File: config.mk
export PLATFORM = sky130hd
export DESIGN_NAME = fixed_frame_sync_checksum_core
export DESIGN_NICKNAME = d
export VERILOG_FILES = /design/src/sv/ffsc_pkg.sv /design/src/sv/ffsc_ram.sv /design/src/sv/fixed_frame_sync_checksum_core.sv
export SDC_FILE = /design/constraint.sdc
export NUM_CORES = 1
export LEC_CHECK = 0
export ABC_AREA = 1
export BUFFER_PORTS_ARGS = -buffer_cell sky130_fd_sc_hd__buf_2
export CAP_MARGIN = 40
export CORE_MARGIN = 1.5
export CORE_UTILIZATION = 45
export CTS_CLUSTER_DIAMETER = 120
export DETAILED_ROUTE_END_ITERATION = 10
export MAX_ROUTING_LAYER = met4
export SKIP_LAST_GASP = 1
export SLEW_MARGIN = 20
export SYNTH_ARGS = -nofsm -noshare
export SYNTH_HDL_FRONTEND = slang
export SYNTH_SLANG_ARGS = --single-unit
File: constraint.sdc
create_clock -name clk -period 2.7 [get_ports clk]
set_input_delay 0.27 -clock clk [delete_from_list [all_inputs] [get_ports clk]]
set_output_delay 0.27 -clock clk [all_outputs]
set_load 0.02 [all_outputs]
File: src/sv/ffsc_pkg.sv
package ffsc_pkg;

  // Width of one serial byte on every channel.
  localparam int BYTE_W = 8;

  // Default frame geometry.
  localparam int FRAME_LENGTH_DEF = 32;
  localparam int HEADER_SIZE_DEF  = 6;

  typedef logic [BYTE_W-1:0] byte_t;

endpackage

File: src/sv/ffsc_ram.sv
module ffsc_ram #(
  parameter int WIDTH = 8,
  parameter int DEPTH = 32
) (
  input  logic                     clk,
  input  logic                     wr_en,
  input  logic [$clog2(DEPTH)-1:0] wr_addr,
  input  logic [WIDTH-1:0]         wr_data,
  input  logic                     rd_en,
  input  logic [$clog2(DEPTH)-1:0] rd_addr,
  output logic [WIDTH-1:0]         rd_data
);

  logic [WIDTH-1:0] mem [DEPTH];

  // One write port and one registered read port.
  always_ff @(posedge clk) begin
    if (wr_en) begin
      mem[wr_addr] <= wr_data;
    end
    if (rd_en) begin
      rd_data <= mem[rd_addr];
    end
  end

endmodule

File: src/sv/fixed_frame_sync_checksum_core.sv
// Channel   Dir  Signals                       Beat carries
// s_*       in   s_tvalid s_tready s_tdata     rx_byte
// m_*       out  m_tvalid m_tready m_tdata     payload_byte, tlast = payload_last
//                m_tlast
// cfg_*     in   cfg_valid cfg_ready cfg_data  start_byte
//
// Received bytes are accepted back to back while hunting or collecting a frame.
// After a frame passes its checksum the payload is read back from the frame memory
// through its single read port, one read in flight at a time; input stalls meanwhile.
// Reset returns the block to hunting with start_byte 0; the frame memory is not cleared.
// A stalled last payload beat is held while hunting for the next frame continues.
module fixed_frame_sync_checksum_core #(
  parameter int FRAME_LENGTH = ffsc_pkg::FRAME_LENGTH_DEF,
  parameter int HEADER_SIZE  = ffsc_pkg::HEADER_SIZE_DEF
) (
  input  logic                 clk,
  input  logic                 rst,
  // Received bytes. tdata: [7:0] rx_byte.
  input  logic                 s_tvalid,
  output logic                 s_tready,
  input  ffsc_pkg::byte_t      s_tdata,
  // Payload bytes. tdata: [7:0] payload_byte.
  output logic                 m_tvalid,
  input  logic                 m_tready,
  output ffsc_pkg::byte_t      m_tdata,
  output logic                 m_tlast,
  // Start byte register. data: [7:0] start_byte.
  input  logic                 cfg_valid,
  output logic                 cfg_ready,
  input  ffsc_pkg::byte_t      cfg_data
);

  import ffsc_pkg::*;

  localparam int AW          = $clog2(FRAME_LENGTH);
  localparam bit HAS_PAYLOAD = HEADER_SIZE < FRAME_LENGTH - 1;

  localparam logic [AW-1:0] POS_LAST   = AW'(FRAME_LENGTH - 1);
  localparam logic [AW-1:0] PAY_FIRST  = AW'(HEADER_SIZE);
  localparam logic [AW-1:0] PAY_LAST   = AW'(FRAME_LENGTH - 2);

  localparam logic [1:0] ST_HUNT  = 2'd0;
  localparam logic [1:0] ST_FRAME = 2'd1;
  localparam logic [1:0] ST_EMIT  = 2'd2;

  logic [1:0]    state;
  byte_t         start_byte;
  logic [AW-1:0] byte_position;
  byte_t         running_sum;
  logic [AW-1:0] rd_addr;
  logic          rd_pend;
  logic          rd_last_pend;

  logic          s_fire;
  logic          m_fire;
  logic          at_check;
  logic          sum_ok;
  logic          rd_issue;
  logic          wr_en;
  byte_t         rd_data;

  assign cfg_ready = 1'b1;
  assign s_tready  = state inside {ST_HUNT, ST_FRAME};
  assign s_fire    = s_tvalid && s_tready;
  assign m_fire    = m_tvalid && m_tready;
  assign at_check  = (state == ST_FRAME) && (byte_position == POS_LAST);
  assign sum_ok    = s_tdata == running_sum;

  // Frame bytes go to memory; the checksum byte itself is never read back.
  assign wr_en = s_fire && !at_check &&
                 ((state == ST_FRAME) || (s_tdata == start_byte));

  // A read is issued only when the output register is sure to be free on return.
  assign rd_issue = (state == ST_EMIT) && !rd_pend && (!m_tvalid || m_fire);

  ffsc_ram #(
    .WIDTH (BYTE_W),
    .DEPTH (FRAME_LENGTH)
  ) u_store (
    .clk     (clk),
    .wr_en   (wr_en),
    .wr_addr ((state == ST_FRAME) ? byte_position : '0),
    .wr_data (s_tdata),
    .rd_en   (rd_issue),
    .rd_addr (rd_addr),
    .rd_data (rd_data)
  );

  // Start byte register.
  always_ff @(posedge clk) begin
    if (rst) begin
      start_byte <= '0;
    end else if (cfg_valid && cfg_ready) begin
      start_byte <= cfg_data;
    end
  end

  // Hunting, frame collection and payload read-back.
  always_ff @(posedge clk) begin
    if (rst) begin
      state         <= ST_HUNT;
      byte_position <= '0;
      running_sum   <= '0;
      rd_addr       <= '0;
      rd_pend       <= 1'b0;
      rd_last_pend  <= 1'b0;
    end else begin
      case (state)
        ST_HUNT: begin
          if (s_fire && (s_tdata == start_byte)) begin
            state         <= ST_FRAME;
            byte_position <= AW'(1);
            running_sum   <= s_tdata;
          end
        end
        ST_FRAME: begin
          if (s_fire) begin
            if (at_check) begin
              byte_position <= '0;
              running_sum   <= '0;
              rd_addr       <= PAY_FIRST;
              state         <= (sum_ok && HAS_PAYLOAD) ? ST_EMIT : ST_HUNT;
            end else begin
              byte_position <= byte_position + AW'(1);
              running_sum   <= running_sum + s_tdata;
            end
          end
        end
        ST_EMIT: begin
          rd_pend <= rd_issue;
          if (rd_issue) begin
            rd_last_pend <= rd_addr == PAY_LAST;
            rd_addr      <= rd_addr + AW'(1);
          end
          if (rd_pend && rd_last_pend) begin
            state <= ST_HUNT;
          end
        end
        default: begin
          state <= ST_HUNT;
        end
      endcase
    end
  end

  // Output register, loaded from the memory read data.
  always_ff @(posedge clk) begin
    if (rst) begin
      m_tvalid <= 1'b0;
    end else if (rd_pend) begin
      m_tvalid <= 1'b1;
    end else if (m_fire) begin
      m_tvalid <= 1'b0;
    end
  end

  always_ff @(posedge clk) begin
    if (rd_pend) begin
      m_tdata <= rd_data;
      m_tlast <= rd_last_pend;
    end
  end

`ifndef SYNTHESIS
  // Read data must never land on a beat that is still waiting.
  a_no_overwrite: assert property (@(posedge clk) disable iff (rst)
    rd_pend |-> !m_tvalid)
    else $error("payload read returned while output register full");

  // Reads happen only while reading back a payload.
  a_read_in_emit: assert property (@(posedge clk) disable iff (rst)
    rd_pend |-> (state == ST_EMIT))
    else $error("memory read outside payload read-back");

  // A failed checksum sends the block straight back to hunting.
  a_bad_sum_drop: assert property (@(posedge clk) disable iff (rst)
    (s_fire && at_check && !sum_ok) |=> (state == ST_HUNT))
    else $error("frame with bad checksum not dropped");

  // The frame position stays inside the frame.
  a_pos_range: assert property (@(posedge clk) disable iff (rst)
    byte_position <= POS_LAST)
    else $error("frame position out of range");

  // The final payload beat always ends read-back.
  a_last_ends: assert property (@(posedge clk) disable iff (rst)
    (rd_pend && rd_last_pend) |=> (state == ST_HUNT) && m_tvalid && m_tlast)
    else $error("last payload beat did not end read-back");
`endif

endmodule
==> results of run 1 <==
## cells in the mapped netlist, drive strengths merged (2+ instances only)
library cell	count	share of area (%)
inv	56	1.6
nor2	222	6.6
o22ai	9	0.44
nand2	206	6.1
clkbuf	28	0.82
nor3	9	0.43
xnor2	4	0.27
a21oi	45	1.8
a22oi	3	0.18
edfxtp	273	64
nand4	2	0.097
dfxtp	31	4.8
ha	11	1.1
nand3	87	3.5
xor2	2	0.14
nor4	2	0.15
o21ai	112	4.4
clkinv	3	0.088
buf	31	1.3
o211ai	32	1.9
## sequential cells by signal, indices dropped and copies added (netlist names)
name             flops
u_store.mem        256
m_tdata              8
running_sum          8
start_byte           8
u_store.rd_data      8
byte_position        5
rd_addr              5
state                2
m_tlast              1
m_tvalid             1
rd_last_pend         1
rd_pend              1
## routing by layer
| metal | vias up | wire (um) |
|---|---|---|
| met2 | 297 | 15100 |
| met1 | 4234 | 14500 |
| met5 | - | 0 |
| li1 | 4234 | - |
| met3 | 78 | 1750 |
| met4 | 0 | 1190 |
## power groups by stage
stage,clock network (mW),logic (mW),registers (mW)
after floorplan,0,0.547,5.27
after global placement,0,0.888,5.27
after detailed placement,0,0.891,5.27
after CTS,4.60,0.898,5.17
after global routing,4.76,0.987,5.18
final,4.55,0.896,5.17
## worst max-delay path, cell delays in order (launching register included)
cell and delay, ns:
dfxtp_1 0.40, inv_2 0.06, nor2_4 0.21, inv_2 0.17
buf_4 0.22, nor3_1 0.22, nand3_2 0.34, nor2_1 0.19
buf_4 0.20
## worst paths after layout
check | start | endpoint | slack, ns | cells past startpoint
worst max register to register | state[0] | u_store.mem[30][3] | 0.41 | 8
worst min register to register | u_store.rd_data[7] | m_tdata[7] | 0.41 | 0
worst min-delay path | cfg_data[5] | start_byte[5] | 0.05 | 3
worst max-delay path | state[0] | u_store.mem[30][3] | 0.41 | 8
## layout make-up
type                       instances  area share (%)
clock inverter                    17            1.18
timing repair buffer              94            4.60
clock buffer                      44            6.27
multi-input combinational        752            23.8
sequential                       304            59.5
tap                              378            3.19
inverter                          59            1.50
## cells by family (layout without fill, tap and decap cells)
logic type,after synthesis,count (layout),synth area share (%)
other cells,1,1,0.0292
flops,304,304,68.7
compound gates,203,203,8.74
xor+xnor,6,6,0.409
simple gates,530,530,17.1
fa+ha+maj,12,12,1.23
buf+inv,118,214,3.83
## repair_timing
item	CTS	global route
setup buffers	0	0
endpoints found under the hold margin	3	0
hold buffers	3	0
endpoints found under the setup margin	0	0
resized for setup	0	0
## stage by stage
step,instance area [um2],hold slack [ns],power (mW)
5_1_grt,14800,0.0578,10.9
6_report,14800,0.0463,10.6
3_3_place_gp,13700,0.404,6.16
4_1_cts,14800,0.0397,10.7
2_1_floorplan,12800,0.369,5.81
3_5_place_dp,13700,0.405,6.16
==> summary.txt, run 1 <==
Pwr
  – PD cells: 716 mW/mm2
  – Power share of the sequential group: 48.7%
  – Internal: 8.14 mW
  – Gate power share: 8.4%
  – Switch Pwr: 2.48 mW
  – LEAKAGE: 5.37 nW
  – Sw frac: 23.3%
  – Clk pwr share: 42.8%
  – VDD IR max: 353 uV

Synth
  – Synth cell types: 39
  – Mapped Cells: 1174
  – Top_reg_cell synth: edfxtp_1
  – Syn Area/Cell: 10.9 um2
  – EDFF count, synth: 273
  – Yosys reg bits: 304
  – Post-synthesis sequential area ratio: 68.7%
  – Synthesized area: 0.0128 mm2
  – Async set-or-reset flop fraction in the synthesized netlist: 0%
  – Mapped Nets: 1207
  – Warnings from Yosys: 0

STA
  – Max-slew headroom: 53.1%
  – Max Freq: 436 MHz
  – Final period util: 85.0%
  – Worst setup margin: 0.406 ns
  – Min Tclk post-route: 2.29 ns
  – Fin. Hold Viols: 0
  – Total negative setup slack: 0 ns
  – Max-slew violation count: 0
  – Final setup viols: 0
  – RSZ-0062 raised after global routing: no
  – Worst-margin pin slew: 0.703 ns
  – Clk_skew: 0.0170 ns

Layout
  – Multi-input gate area: 0.00353 mm2
  – Ant diodes: 0
  – Reg area: 0.00882 mm2
  – NumNets Final: 1278
  – Layout cells sized above 1: 13.0%
  – Non-Filler Instances: 1648
  – Fillcell total: 2480
  – Synth-to-layout area growth: 15.6%
  – Commonest non-fill, non-tap cells in the layout: 273 x edfxtp_1, 218 x nor2_1, 204 x nand2_1
  – Most common cell after layout, fill and taps aside: edfxtp_1
  – Final core utilization: 53.1%

Setup path
  – Crit Path Max Fanout: 11
  – Crit Path Category: reg2reg
  – Crit path launch type: register
  – Crit path DAT: 2.51 ns
  – WP data required: 2.91 ns
  – Worst setup EP type: register

Floorplan
  – Core area: 0.0279 mm2
  – I/O pins: 33
  – Row cnt: 61
  – Die X: 172 um
  – Die span in y: 172 um
  – Initial core utilization: 46.0%
  – Area of the die: 0.0296 mm2

Placed design
  – Placed Instances: 1584
  – Gp weighted congestion: 0.911
  – Port bufs: 31
  – DP Worst Slack: 0.400 ns
  – Final HPWL DP: 19.9 mm

Job
  – Max_cap viols: 0

Worst hold path
  – Hold WC Path Type: in2reg

GRT
  – First-pass GRT wire length: 48.9 mm
  – Initial antenna violation count: 0
  – Met3 usage: 2.63%
  – All-layer global routing usage: 23.2%
  – Largest net degree at the start of global routing: 130
  – Congestion Overflow GR: 0
  – Grt peak-use layer: met2
  – Global-route met1 utilization: 31.3%
  – Vias in the first global route: 8430
  – M2 GR Usage: 36.0%

Route
  – Via Count: 8843
  – Iter 0 DRT Violations: 841
  – Routed Antenna Nets: 0
  – Number of detailed-route iterations in the first pass: 5
  – Post-Route WL: 32.6 mm
  – Vias per cell: 5.37
  – Wire length per cell: 19.8 um
  – # DRC: 0

Clock tree
  – CTS buffer count: 34
  – H-tree Lvls: 2
  – Clock-pin slew on the worst setup and hold paths: 0.06 ns
  – CTS sink cnt: 304
  – Clock Path Buffers: 3
  – Root Buffer: clkbuf_16
  – Clk_lat worst skew: 0.51 ns
  – CTS tree: built

Run status
  – Status: completed
Note: power is estimated with default switching activity, not from simulation.
==> inputs of run 2 (changes only) <==
==> constraint.sdc (replaced) <==
create_clock -name clk -period 1.9 [get_ports clk]
set_input_delay 0.19 -clock clk [delete_from_list [all_inputs] [get_ports clk]]
set_output_delay 0.19 -clock clk [all_outputs]
set_load 0.02 [all_outputs]
==> run 2 against run 1 <==
Against the previous run: core utilization up 1.7 points; critical path depth up 2; via count about the same; clock skew up 0.0037 ns; hold slack worse by 0.0033 ns; largest cell class unchanged; largest power group unchanged; highest routed layer unchanged.
==> summary.txt, run 2 (synthesized netlist as in run 1, its figures left out) <==
Pwr
  – Power share of the sequential group: 50.2%
  – VDD IR max: 721 uV
  – Internal: 11.2 mW
  – LEAKAGE: 5.43 nW
  – PnR Total Power: 14.6 mW
  – Gate power share: 9.2%
  – PD cells: 957 mW/mm2
  – Clk pwr share: 40.6%
  – Switch Pwr: 3.40 mW
  – Sw frac: 23.2%

Floorplan
  – Row cnt: 61
  – Area of the die: 0.0296 mm2
  – Core area: 0.0279 mm2
  – Die span in y: 172 um
  – Initial core utilization: 46.0%
  – Die X: 172 um
  – I/O pins: 33

Route
  – Post-Route WL: 33.0 mm
  – # DRC: 0
  – Routed Antenna Nets: 0
  – Wire length per cell: 19.9 um
  – Vias per cell: 5.34
  – Via Count: 8845
  – Number of detailed-route iterations in the first pass: 5
  – Iter 0 DRT Violations: 758

Layout
  – Commonest non-fill, non-tap cells in the layout: 273 x edfxtp_1, 201 x nand2_1, 184 x nor2_1
  – Max reg flops: 256
  – Ant diodes: 0
  – Final core utilization: 54.8%
  – NumNets Final: 1289
  – Final instance area: 0.0153 mm2
  – Reg with most FFs: u_store.mem
  – Synth-to-layout area growth: 19.2%
  – Layout cells sized above 1: 16.5%
  – Most common cell after layout, fill and taps aside: edfxtp_1

GRT
  – Congestion Overflow GR: 0
  – All-layer global routing usage: 23.9%
  – Largest net degree at the start of global routing: 80
  – Initial antenna violation count: 1
  – Vias in the first global route: 8654
  – First-pass GRT wire length: 50.4 mm

Placed design
  – Port bufs: 31
  – Placed inst area: 0.0141 mm2
  – Gp weighted congestion: 0.843
  – Final HPWL DP: 21.2 mm

STA
  – Total negative setup slack: 0 ns
  – Min Tclk post-route: 1.83 ns
  – Max-slew violation count: 0
  – Fin. Hold Viols: 0
  – Final period util: 96.3%
  – Worst-margin pin slew: 0.668 ns
  – Clk_skew: 0.0207 ns
  – Max Freq: 546 MHz
  – Max-slew headroom: 55.4%
  – Final setup viols: 0

Clock tree
  – CTS buffer count: 31
  – Clock Path Buffers: 3
  – Clock-pin slew on the worst setup and hold paths: 0.06 ns
  – CTS sink cnt: 304
  – Clk_lat worst skew: 0.56 ns
  – CTS tree: built
  – H-tree Lvls: 1
  – Root Buffer: clkbuf_16

Run status
  – Status: completed

Setup path
  – Crit path DAT: 2.06 ns
  – Crit path launch type: register
  – Crit Path Category: reg2reg
  – CP max stage delay: 0.34 ns
  – Worst setup EP type: register
  – WP data required: 2.13 ns
  – Crit Path Max Fanout: 8
  – CP cell instances: ha_4 > nand2_4 > nor2_4 > ha_4 > inv_4 > o21ai_4 > clkinv_4 > nand3_4 > buf_12 > nor2_4
  – Critical path's slowest cell: dfxtp_2

Job
  – Max_cap viols: 0

Worst hold path
  – Hold WC Path Type: in2reg
## run 2: changes by cell type in the layout (fill, tap and decap cells not counted), sizes merged
| cell | before | now |
|---|---|---|
| buf | 91 | 94 |
| bufinv | 3 | 4 |
| clkbuf | 44 | 37 |
| clkinv | 13 | 19 |
| clkinvlp | 2 | 1 |
| dlygate4sd3 | 3 | 14 |
| inv | 58 | 54 |
## run 2: cell type report
type,count,area (um2)
timing repair buffer,108,906
inverter,59,230
clock buffer,37,798
tap,378,473
clock inverter,19,186
fill,2444,12600
multi-input combinational,752,3880
sequential,304,8830
## run 2: what timing repair did
action | CTS | global route
gates resized for setup | 3 | 19
pin swaps | 2 | 10
endpoints found under the setup margin | 163 | 263
hold buffers | 14 | 0
buffers inserted | 0 | 1
endpoints found under the hold margin | 17 | 0
## run 2: path summary, 6_finish.rpt
kind,endpoint,slack [ns],startpoint,cells past startpoint
worst max-delay path,u_store.mem[20][0],0.07,byte_position[0],10
worst max register to register,u_store.mem[20][0],0.07,byte_position[0],10
worst min-delay path,state[0],0.04,s_tvalid,5
worst min register to register,m_tdata[5],0.42,u_store.rd_data[5],0
## run 2: metal layers
layer | part of all wire (%) | vias to the layer above | GRT usage, %
met1 | 44 | 4208 | 32.9
met2 | 46 | 318 | 37.0
li1 | - | 4264 | -
met5 | 0 | - | -
met3 | 6.9 | 55 | 3.32
met4 | 2.8 | 0 | 7.67
## run 2: metrics by stage
stage | hold WS [ns] | std cells | setup slack [ns]
after floorplan | 0.289 | 1174 | -0.0307
after global placement | 0.406 | 1585 | 0.0132
after detailed placement | 0.405 | 1586 | -0.0526
after CTS | 0.0254 | 1656 | 0.0196
after global routing | 0.0635 | 1657 | -0.00268
final | 0.0430 | 1657 | 0.0698
## run 2: worst max-delay path, delay by kind of cell, from the launching register on
kind | cells | cell delay, ns
buffers and inverters | 3 | 0.35
adder cells (fa/ha/maj) | 2 | 0.33
flip-flops | 1 | 0.34
AND/OR/NAND/NOR | 4 | 0.43
AO/OA/AOI/OAI | 1 | 0.06
## run 2: power groups by stage
stage / Clock (mW) / Combinational (mW) / Sequential, mW
2_1_floorplan: 0 / 0.791 / 7.48
3_3_place_gp: 0 / 1.31 / 7.49
3_5_place_dp: 0 / 1.32 / 7.49
4_1_cts: 6.02 / 1.34 / 7.35
5_1_grt: 6.30 / 1.50 / 7.35
6_report: 5.94 / 1.35 / 7.35
